[src/crl_pkg.sv]
// Shared constants, codes, types and helpers for the controller sample ring block.
package crl_pkg;

	localparam int RING_DEPTH = 64;
	localparam int IDX_W      = (RING_DEPTH > 1) ? $clog2(RING_DEPTH) : 1;
	localparam int CNT_W      = $clog2(RING_DEPTH + 1);
	localparam int SUM_W      = CNT_W + 1;
	localparam int PADDR_W    = 5;

	localparam logic [31:0] CENTER_WORD = 32'h8080_8080;
	localparam logic [31:0] ALL_ONES    = 32'hFFFF_FFFF;

	typedef enum logic [2:0] {
		MODE_SAMPLE     = 3'd0,
		MODE_READ_BUF   = 3'd1,
		MODE_PEEK_BUF   = 3'd2,
		MODE_READ_LATCH = 3'd3,
		MODE_PEEK_LATCH = 3'd4,
		MODE_TICK       = 3'd5
	} mode_t;

	typedef enum logic [1:0] {
		STAT_ENTRY    = 2'd0,
		STAT_EMPTY    = 2'd1,
		STAT_BAD_SIZE = 2'd2,
		STAT_LATCH    = 2'd3
	} status_t;

	typedef enum logic [2:0] {
		REG_ANALOG_ENABLED = 3'd0,
		REG_USER_MASK      = 3'd1,
		REG_RF_ON          = 3'd2,
		REG_RF_PERIOD      = 3'd3,
		REG_RF_KEEP_MASK   = 3'd4
	} reg_idx_t;

	typedef enum logic [1:0] {
		ST_IDLE,
		ST_STREAM,
		ST_STATUS,
		ST_LATCH
	} state_t;

	typedef struct packed {
		logic        analog_enabled;
		logic [31:0] user_visible_mask;
		logic        rapid_fire_on;
		logic [7:0]  rapid_fire_period;
		logic [31:0] rapid_fire_keep_mask;
		logic        rf_on_written;
	} cfg_t;

	typedef struct packed {
		logic [31:0] frame;
		logic [31:0] button;
		logic [31:0] analog;
	} entry_t;

	typedef struct packed {
		status_t     status;
		logic [31:0] frame_stamp;
		logic [31:0] button_word;
		logic [31:0] analog_word;
		logic [31:0] made_mask;
		logic [31:0] broken_mask;
		logic [31:0] pressed_mask;
		logic [31:0] released_mask;
		logic [15:0] sample_count;
		logic        last_of_run;
	} result_t;

	function automatic logic [IDX_W-1:0] ring_inc(input logic [IDX_W-1:0] x);
		logic [IDX_W-1:0] r;
		if (x == IDX_W'(RING_DEPTH - 1)) begin
			r = '0;
		end else begin
			r = x + 1'b1;
		end
		return r;
	endfunction

endpackage

[src/crl_regs.sv]
// Configuration register file behind the APB-style port.
module crl_regs import crl_pkg::*; (
	input  logic               clk,
	input  logic               arst_n,
	input  logic               psel,
	input  logic               penable,
	input  logic               pwrite,
	input  logic [PADDR_W-1:0] paddr,
	input  logic [31:0]        pwdata,
	output logic [31:0]        prdata,
	output logic               pready,
	output cfg_t               cfg
);

	logic        analog_enabled_q;
	logic [31:0] user_mask_q;
	logic        rf_on_q;
	logic [7:0]  rf_period_q;
	logic [31:0] rf_keep_q;
	logic        wr_en;
	reg_idx_t    idx;

	assign pready = 1'b1;
	assign idx    = reg_idx_t'(paddr[PADDR_W-1:2]);
	assign wr_en  = psel && penable && pwrite;

	always_ff @(posedge clk or negedge arst_n) begin
		if (!arst_n) begin
			analog_enabled_q <= 1'b0;
			user_mask_q      <= ALL_ONES;
			rf_on_q          <= 1'b0;
			rf_period_q      <= 8'd5;
			rf_keep_q        <= 32'd240;
		end else if (wr_en) begin
			case (idx)
				REG_ANALOG_ENABLED: analog_enabled_q <= pwdata[0];
				REG_USER_MASK:      user_mask_q      <= pwdata;
				REG_RF_ON:          rf_on_q          <= pwdata[0];
				REG_RF_PERIOD:      rf_period_q      <= pwdata[7:0];
				REG_RF_KEEP_MASK:   rf_keep_q        <= pwdata;
				default: ;
			endcase
		end
	end

	always_comb begin
		case (idx)
			REG_ANALOG_ENABLED: prdata = {31'b0, analog_enabled_q};
			REG_USER_MASK:      prdata = user_mask_q;
			REG_RF_ON:          prdata = {31'b0, rf_on_q};
			REG_RF_PERIOD:      prdata = {24'b0, rf_period_q};
			REG_RF_KEEP_MASK:   prdata = rf_keep_q;
			default:            prdata = '0;
		endcase
	end

	always_comb begin
		cfg.analog_enabled       = analog_enabled_q;
		cfg.user_visible_mask    = user_mask_q;
		cfg.rapid_fire_on        = rf_on_q;
		cfg.rapid_fire_period    = rf_period_q;
		cfg.rapid_fire_keep_mask = rf_keep_q;
		// the toggle restarts whenever rapid fire is written
		cfg.rf_on_written        = wr_en && (idx == REG_RF_ON);
	end

endmodule

[config.mk]
export PLATFORM = sky130hd
export DESIGN_NAME = crl_regs
export DESIGN_NICKNAME = d
export VERILOG_FILES = /design/src/crl_pkg.sv /design/src/crl_regs.sv
export SDC_FILE = /design/constraint.sdc
export NUM_CORES = 1
export LEC_CHECK = 0
export BUFFER_PORTS_ARGS = -buffer_cell sky130_fd_sc_hd__buf_2
export CAP_MARGIN = 20
export CORE_MARGIN = 4
export CORE_UTILIZATION = 47
export DETAILED_ROUTE_END_ITERATION = 7
export GPL_TIMING_DRIVEN = 0
export PLACE_DENSITY_LB_ADDON = 0.15
export RECOVER_POWER = 100
export SETUP_SLACK_MARGIN = 0.3
export SLEW_MARGIN = 15
export SYNTH_ARGS = -nofsm -noshare
export SYNTH_HDL_FRONTEND = slang
export SYNTH_SLANG_ARGS = --single-unit
export TNS_END_PERCENT = 20
[constraint.sdc]
create_clock -name clk -period 2.5 [get_ports clk]
set_input_delay 0.75 -clock clk [delete_from_list [all_inputs] [get_ports clk]]
set_output_delay 0.75 -clock clk [all_outputs]
set_load 0.05 [all_outputs]
==> results of run 1 <==
final cells by class:
type / count / area [µm²] / area share
clock buffer: 11 / 141 / 0.0264
sequential: 74 / 1900 / 0.355
buffer: 19 / 255 / 0.0477
tap: 96 / 120 / 0.0225
clock inverter: 5 / 77.6 / 0.0145
timing repair buffer: 154 / 1100 / 0.206
multi-input combinational: 154 / 1750 / 0.327
cell usage in the layout, fill, tap and decap left out, types with 3 or more instances in the layout:
cell type / count
sky130_fd_sc_hd__a22oi_2: 24
sky130_fd_sc_hd__buf_12: 8
sky130_fd_sc_hd__buf_2: 109
sky130_fd_sc_hd__buf_4: 14
sky130_fd_sc_hd__buf_6: 22
sky130_fd_sc_hd__buf_8: 14
sky130_fd_sc_hd__clkbuf_8: 12
sky130_fd_sc_hd__dfrtp_1: 36
sky130_fd_sc_hd__dfstp_2: 38
sky130_fd_sc_hd__mux2_1: 3
sky130_fd_sc_hd__mux2_2: 72
sky130_fd_sc_hd__mux2i_1: 8
sky130_fd_sc_hd__nor2_2: 5
sky130_fd_sc_hd__nor2_4: 21
sky130_fd_sc_hd__nor3_1: 3
sky130_fd_sc_hd__o2bb2ai_2: 3
sky130_fd_sc_hd__o2bb2ai_4: 4
Yosys cell counts (all sizes together):
library cell	n	area (µm²)
a221o	1	10.0
a22oi	24	180
and2b	1	7.51
buf	15	123
clkbuf	4	15.0
conb	1	3.75
dfrtp	36	901
dfstp	38	998
mux2	75	845
mux2i	8	80.1
nand2b	2	12.5
nand4	1	12.5
nand4b	1	8.76
nor2	28	118
nor2b	1	6.26
nor3	3	26.3
o2bb2ai	7	61.3
or2b	1	7.51
logic make-up after synthesis:
group	after synthesis	synth area share
muxes	83	0.271
DFF	74	0.556
and+or+nand+nor	38	0.0582
AOI/OAI and AO/OA	32	0.0736
buffers and inverters	19	0.0403
other	1	0.00110
path summary, 6_finish.rpt:
path | start | to | cells past startpoint
worst min register to register | analog_enabled_q$_DFFE_PN0P_ | analog_enabled_q$_DFFE_PN0P_ | 1
min in group clk | analog_enabled_q$_DFFE_PN0P_ | analog_enabled_q$_DFFE_PN0P_ | 1
max in group asynchronous | arst_n | rf_keep_q[19]$_DFFE_PN0P_ | 2
worst max register to register | rf_keep_q[8]$_DFFE_PN0P_ | rf_keep_q[8]$_DFFE_PN0P_ | 1
worst min-delay path | arst_n | rf_keep_q[13]$_DFFE_PN0P_ | 1
worst max-delay path | paddr[2] | prdata[14] | 7
flip-flops by register name, indices dropped and copies added, names as in the netlist:
register and count:
rf_keep_q 32, user_mask_q 32, rf_period_q 8, analog_enabled_q 1, rf_on_q 1
per-layer routing:
layer	wire, µm	global-route usage
met2	5160	0.384
met3	595	0.0523
met1	3590	0.269
met5	0	0
met4	138	0.0757
power by group through the flow:
stage	combinational, mW	sequential, mW	clock, mW
floorplan	0.582	2.54	0
global placement	1.80	1.72	0
detailed placement	1.82	1.73	0
CTS	1.92	1.74	1.04
global route	2.01	1.78	1.10
finish	1.93	1.74	1.02
what timing repair did:
action                                  4_1_cts  5_1_grt
resized for setup                           101       23
endpoints found under the setup margin       33       33
pin swaps                                    27       27
setup buffers                                 3        3
gates cloned                                  1        1
stage by stage:
| step | worst slack, ns | cell area [µm²] | setup TNS, ns | cells |
|---|---|---|---|---|
| finish | 0.00666 | 5350 | 0 | 513 |
| global placement | -0.322 | 4600 | -5.97 | 488 |
| CTS | 0.0276 | 5270 | 0 | 509 |
| global route | -0.0264 | 5350 | -0.0402 | 513 |
| floorplan | 0.0252 | 3750 | 0 | 247 |
| detailed placement | -0.334 | 4620 | -6.38 | 489 |
==> out/results.md, run 1 <==
## Detailed routing
* 5.31 — vias per inst
* 18.5 µm — routed length per instance
* 0 — antenna-violating nets left
* 2724 — via count
* 9480 µm — overall routed net length
* 4 — detailed-router iteration count before antenna repair
* 72 — number of DRC violations after detailed-routing iteration 0
* 0 — # DRC

## Pwr
* 0.546 mV — VDD IR-drop max
* 877 mW/mm² — power density cells
* 2.41 nW — leakage
* 4.69 mW — power after layout
* 0.372 — part of the total power dissipated in sequential elements
* 2.69 mW — internal power
* 2.00 mW — P_sw
* 0.217 — clock share of power
* 0.427 — switching power share of the total
* 0.411 — part of the total power dissipated in combinational logic

## Critical path
* input port — launching element type of the critical path
* in -> out — worst setup path category
* 4 — Worst Path Buf+Inv
* buffers and inverters — largest delay contributor family on the critical path
* 0.19 ns — delay contributed by the slowest stage of the critical path
* 1.75 ns — Req. time, crit path
* 1.68 ns — setup slack on the worst flop-to-flop path
* 7 — Max Fanout on Critical Path
* sky130_fd_sc_hd__and2b_1 — Max stage delay cell, worst path
* output port — Worst setup EP type
* 1.74 ns — arrival time at the worst endpoint
* sky130_fd_sc_hd__buf_8 — most frequent cell on the critical path
* buf_12 > and2b_1 > buf_8 > clkbuf_16 > a22oi_2 > nor2_4 > buf_8 — ordered cell list for the critical path

## Timing
* 0.997 — final clock period utilization by the worst path
* 0.941 ns — actual transition at the worst max-transition pin
* 0 — Final setup viols
* 0 — max-slew violation total from the final report
* 0.532 ns — worst hold margin
* 0 — Fin. Hold Viols
* 401 MHz — highest attainable clock frequency
* 2.49 ns — post-layout min period
* 0 ns — final clock skew
* true — unrepaired setup endpoints after global routing
* 0.373 — worst slew slack as a fraction of its limit

## Run status
* finished, final reports clean — status

## Floorplanning
* 0.492 — initial core utilization
* 0.00694 mm² — core area
* 30 — row cnt
* 150 — boundary pin count
* 93.3 µm — chip width
* 0.00870 mm² — die area
* 93.3 µm — height of the die

## Clock network
* sky130_fd_sc_hd__clkbuf_8 — Root Buffer Master
* 74 — number of sinks on the clock net
* 0.34 ns — Worst-Skew Late Latency
* 3 — H-tree depth
* done — clock tree from TritonCTS
* 9 — number of CTS-inserted buffers
* 2 — Max Root-Sink Buffers
* 0 — CTS Hold Buffers Added
* 0.08 ns — clock transition at the registers of the reported paths

## Placed design
* 145 — IO Port Bufs
* 6540 µm — post-detailed-placement half-perimeter wirelength
* 0.719 — placer congestion estimate

## Global routing
* 0.221 — all-layer global routing usage
* 40 — largest net degree at the start of global routing
* 2935 — number of global-route vias before repair
* 14900 µm — global-route wire length before repair
* 0 — Overflow after GRT
* 0 — antenna violations before repair

## Yosys
* 247 — Post-Syn Instances
* 0.556 — share of synthesized area occupied by flip-flops and latches
* 289 — syn_nets
* 13.8 µm² — synthesized area divided by synthesized cell count
* 0.00342 mm² — Cell Area, Synth
* 0 — YS warnings
* 74 — synthesis-stage register bit count
* 24 — synth unique cells

## Final layout
* 454 — # nets final
* 0 — n_diodes
* 0.861 — share of cells above drive strength 1
* 0.770 — fin util
* 56.6% — signed area change from the synthesized netlist to the final layout
* 454 — FILL cells

## Min path
* in -> async — path category of the worst min-delay check

## Run
* 0 — max-cap check violation count

No activity file was read; power rests on OpenSTA's default activity.
==> run 2, diff against run 1 <==
Settings changed: REMOVE_ABC_BUFFERS set to 1.
==> run 2 against run 1 <==
Net effect: the run now ends with capacitance limit, slew limit left; non-clock buffer count is 5 lower; combinational power fell by 8%; critical endpoint is now prdata[25]; critical path type unchanged; cell count shrank 0.58%; largest cell class unchanged; highest routed layer unchanged.
==> out/results.md, run 2 (synthesis results as in run 1) <==
## Critical path
* 1.75 ns — Req. time, crit path, about the same
* 1.69 ns — setup slack on the worst flop-to-flop path, about the same
* buf_12 > nor2b_4 > buf_12 > buf_12 > a22oi_1 > nor2_1 > buf_4 — ordered cell list for the critical path
* sky130_fd_sc_hd__buf_12 — most frequent cell on the critical path
* rf_keep_q[19]$_DFFE_PN0P_ — R2R Path End
* sky130_fd_sc_hd__buf_4 — Max stage delay cell, worst path
* 1 — depth of the worst register-to-register path, unchanged
* 1.71 ns — arrival time at the worst endpoint, -0.03 ns
* input port — launching element type of the critical path
* 6 — Max Fanout on Critical Path, -1
* in -> out — worst setup path category
* output port — Worst setup EP type
* 0.19 ns — delay contributed by the slowest stage of the critical path, about the same
* rf_keep_q[19]$_DFFE_PN0P_ — r2r startpoint

## Global routing
* 15700 µm — global-route wire length before repair, +5.3%
* 2927 — number of global-route vias before repair, -0.27%
* 0 — antenna violations before repair, unchanged
* 0.235 — all-layer global routing usage, +0.0137
* 40 — largest net degree at the start of global routing, unchanged
* 0 — Overflow after GRT, unchanged

## Timing
* 2.46 ns — post-layout min period, -0.0312 ns
* 1.89 ns — actual transition at the worst max-transition pin, +0.948 ns
* true — unrepaired setup endpoints after global routing
* 406 MHz — highest attainable clock frequency, +1.3%
* 0 — Fin. Hold Viols, unchanged
* 0 ns — final clock skew, unchanged
* 0 ns — accumulated negative setup slack, unchanged
* 0.0378 ns — fin worst setup slack, +0.0312 ns
* 0 — Final setup viols, unchanged
* 36 — max-slew violation total from the final report, +36
* 0.985 — final clock period utilization by the worst path, -0.0125
* -0.259 — worst slew slack as a fraction of its limit, -0.632
* 0.537 ns — worst hold margin, +0.00424 ns

## Min path
* reg -> reg — path category of the worst min-delay check
* rf_keep_q[2]$_DFFE_PN0P_ — worst hold endpoint
* rf_keep_q[2]$_DFFE_PN0P_ — Min-Delay Startpoint
* 1 — instance count along the most critical hold path

## Floorplanning
* 30 — row cnt, unchanged
* 93.3 µm — chip width, unchanged
* 93.3 µm — height of the die, unchanged
* 0.492 — initial core utilization, unchanged
* 0.00694 mm² — core area, unchanged
* 0.00870 mm² — die area, unchanged
* 150 — boundary pin count, unchanged

## Pwr
* 0.491 mV — VDD IR-drop max, -10%
* 2.09 nW — leakage, -13%
* 906 mW/mm² — power density cells, +3.4%
* 4.38 mW — power after layout, -6.6%

## Final layout
* 0.604 — share of cells above drive strength 1, -0.257
* 0.00151 mm² — area of the multi-input gates, -14%
* 0 — n_diodes, unchanged
* 0.696 — fin util, -0.0739
* 0.00190 mm² — Storage cell area, unchanged
* 452 — # nets final, -0.44%
* 41.5% — signed area change from the synthesized netlist to the final layout
* sky130_fd_sc_hd__clkbuf_1 — leading cell type in the layout, fill and taps excluded
* 560 — FILL cells, +23%
* rf_keep_q: 32 flops, user_mask_q: 32 flops, rf_period_q: 8 flops — registers with the highest flip-flop counts
* 0.00483 mm² — post-route design area, -9.6%
* 510 — count of placed standard cells in the final layout, fillers left out, -0.58%
* sky130_fd_sc_hd__clkbuf_1 (77), sky130_fd_sc_hd__mux2_2 (73), sky130_fd_sc_hd__buf_2 (40) — commonest cells after routing, fill and taps aside

## Placed design
* 0.757 — placer congestion estimate, +5.3%
* 146 — IO Port Bufs, +0.69%
* 0.00420 mm² — post-detailed-placement cell area, -9.1%
* 474 — Cells after DPL, -3.1%
* 5830 µm — post-detailed-placement half-perimeter wirelength, -11%
* -0.638 ns — worst setup slack before clock tree synthesis, -0.304 ns

## Detailed routing
* 0 — antenna-violating nets left, unchanged
* 6 — detailed-router iteration count before antenna repair, +2
* 9920 µm — overall routed net length, +4.6%
* 2715 — via count, -0.33%
* 5.32 — vias per inst, +0.26%
* 79 — number of DRC violations after detailed-routing iteration 0, +9.7%
* 19.4 µm — routed length per instance, +5.2%
* 0 — # DRC, unchanged

## Run status
* capacitance limit, slew limit — failing checks
* complete, but fails checks — status

## Run
* 1 — max-cap check violation count, +1

## Clock network
* done — clock tree from TritonCTS
* 0 — CTS Hold Buffers Added, unchanged
* 0.07 ns — clock transition at the registers of the reported paths, about the same
* 0.32 ns — Worst-Skew Late Latency, -0.02 ns
* 9 — number of CTS-inserted buffers, unchanged
* 3 — H-tree depth, unchanged
* 2 — Max Root-Sink Buffers, unchanged
* sky130_fd_sc_hd__clkbuf_8 — Root Buffer Master
* 74 — number of sinks on the clock net, unchanged

## run 2: worst max-delay path by stage
stage                        start          to  slack [ns]  depth (start not counted)
final                     paddr[2]  prdata[25]        0.04                          7
after global routing      paddr[2]   prdata[8]       -0.01                          7
after CTS                 paddr[2]  prdata[14]        0.07                          7
after detailed placement  paddr[3]   prdata[0]       -0.64                          5
after global placement    paddr[2]  prdata[15]       -1.43                          5
after floorplan           paddr[2]  prdata[10]       -0.77                          3
## run 2: power breakdown
| group | total [mW] | switching, mW | internal (mW) |
|---|---|---|---|
| Sequential | 1.73 | 0.204 | 1.52 |
| Combinational | 1.77 | 1.31 | 0.459 |
| Clock | 0.886 | 0.405 | 0.481 |
## run 2: routing by layer
| layer | track usage | share of wire | vias to the layer above |
|---|---|---|---|
| li1 | - | - | 1224 |
| met5 | 0 | 0 | - |
| met2 | 0.388 | 0.49 | 111 |
| met1 | 0.294 | 0.42 | 1362 |
| met3 | 0.0563 | 0.070 | 18 |
| met4 | 0.100 | 0.021 | 0 |
## run 2: what timing repair did
action / in CTS / in global routing
pin swaps: 8 / 15
resized for setup: 85 / 24
setup buffers: 13 / 0
endpoints found under the setup margin: 66 / 65
gates cloned: 8 / 0
hold endpoints to repair: 0 / 0
## run 2: critical path: cells and delay by family
kind | cells | cell delay (ns)
simple gates | 2 | 0.19
compound gates | 1 | 0.18
buf+inv | 4 | 0.57
## run 2: cell type report
class | instances | area share
clock inverters | 3 | 0.00828
multi-input cells | 157 | 0.313
flip-flops and latches | 74 | 0.393
repair buffers | 168 | 0.231
well taps | 96 | 0.0248
clock buffers | 12 | 0.0300
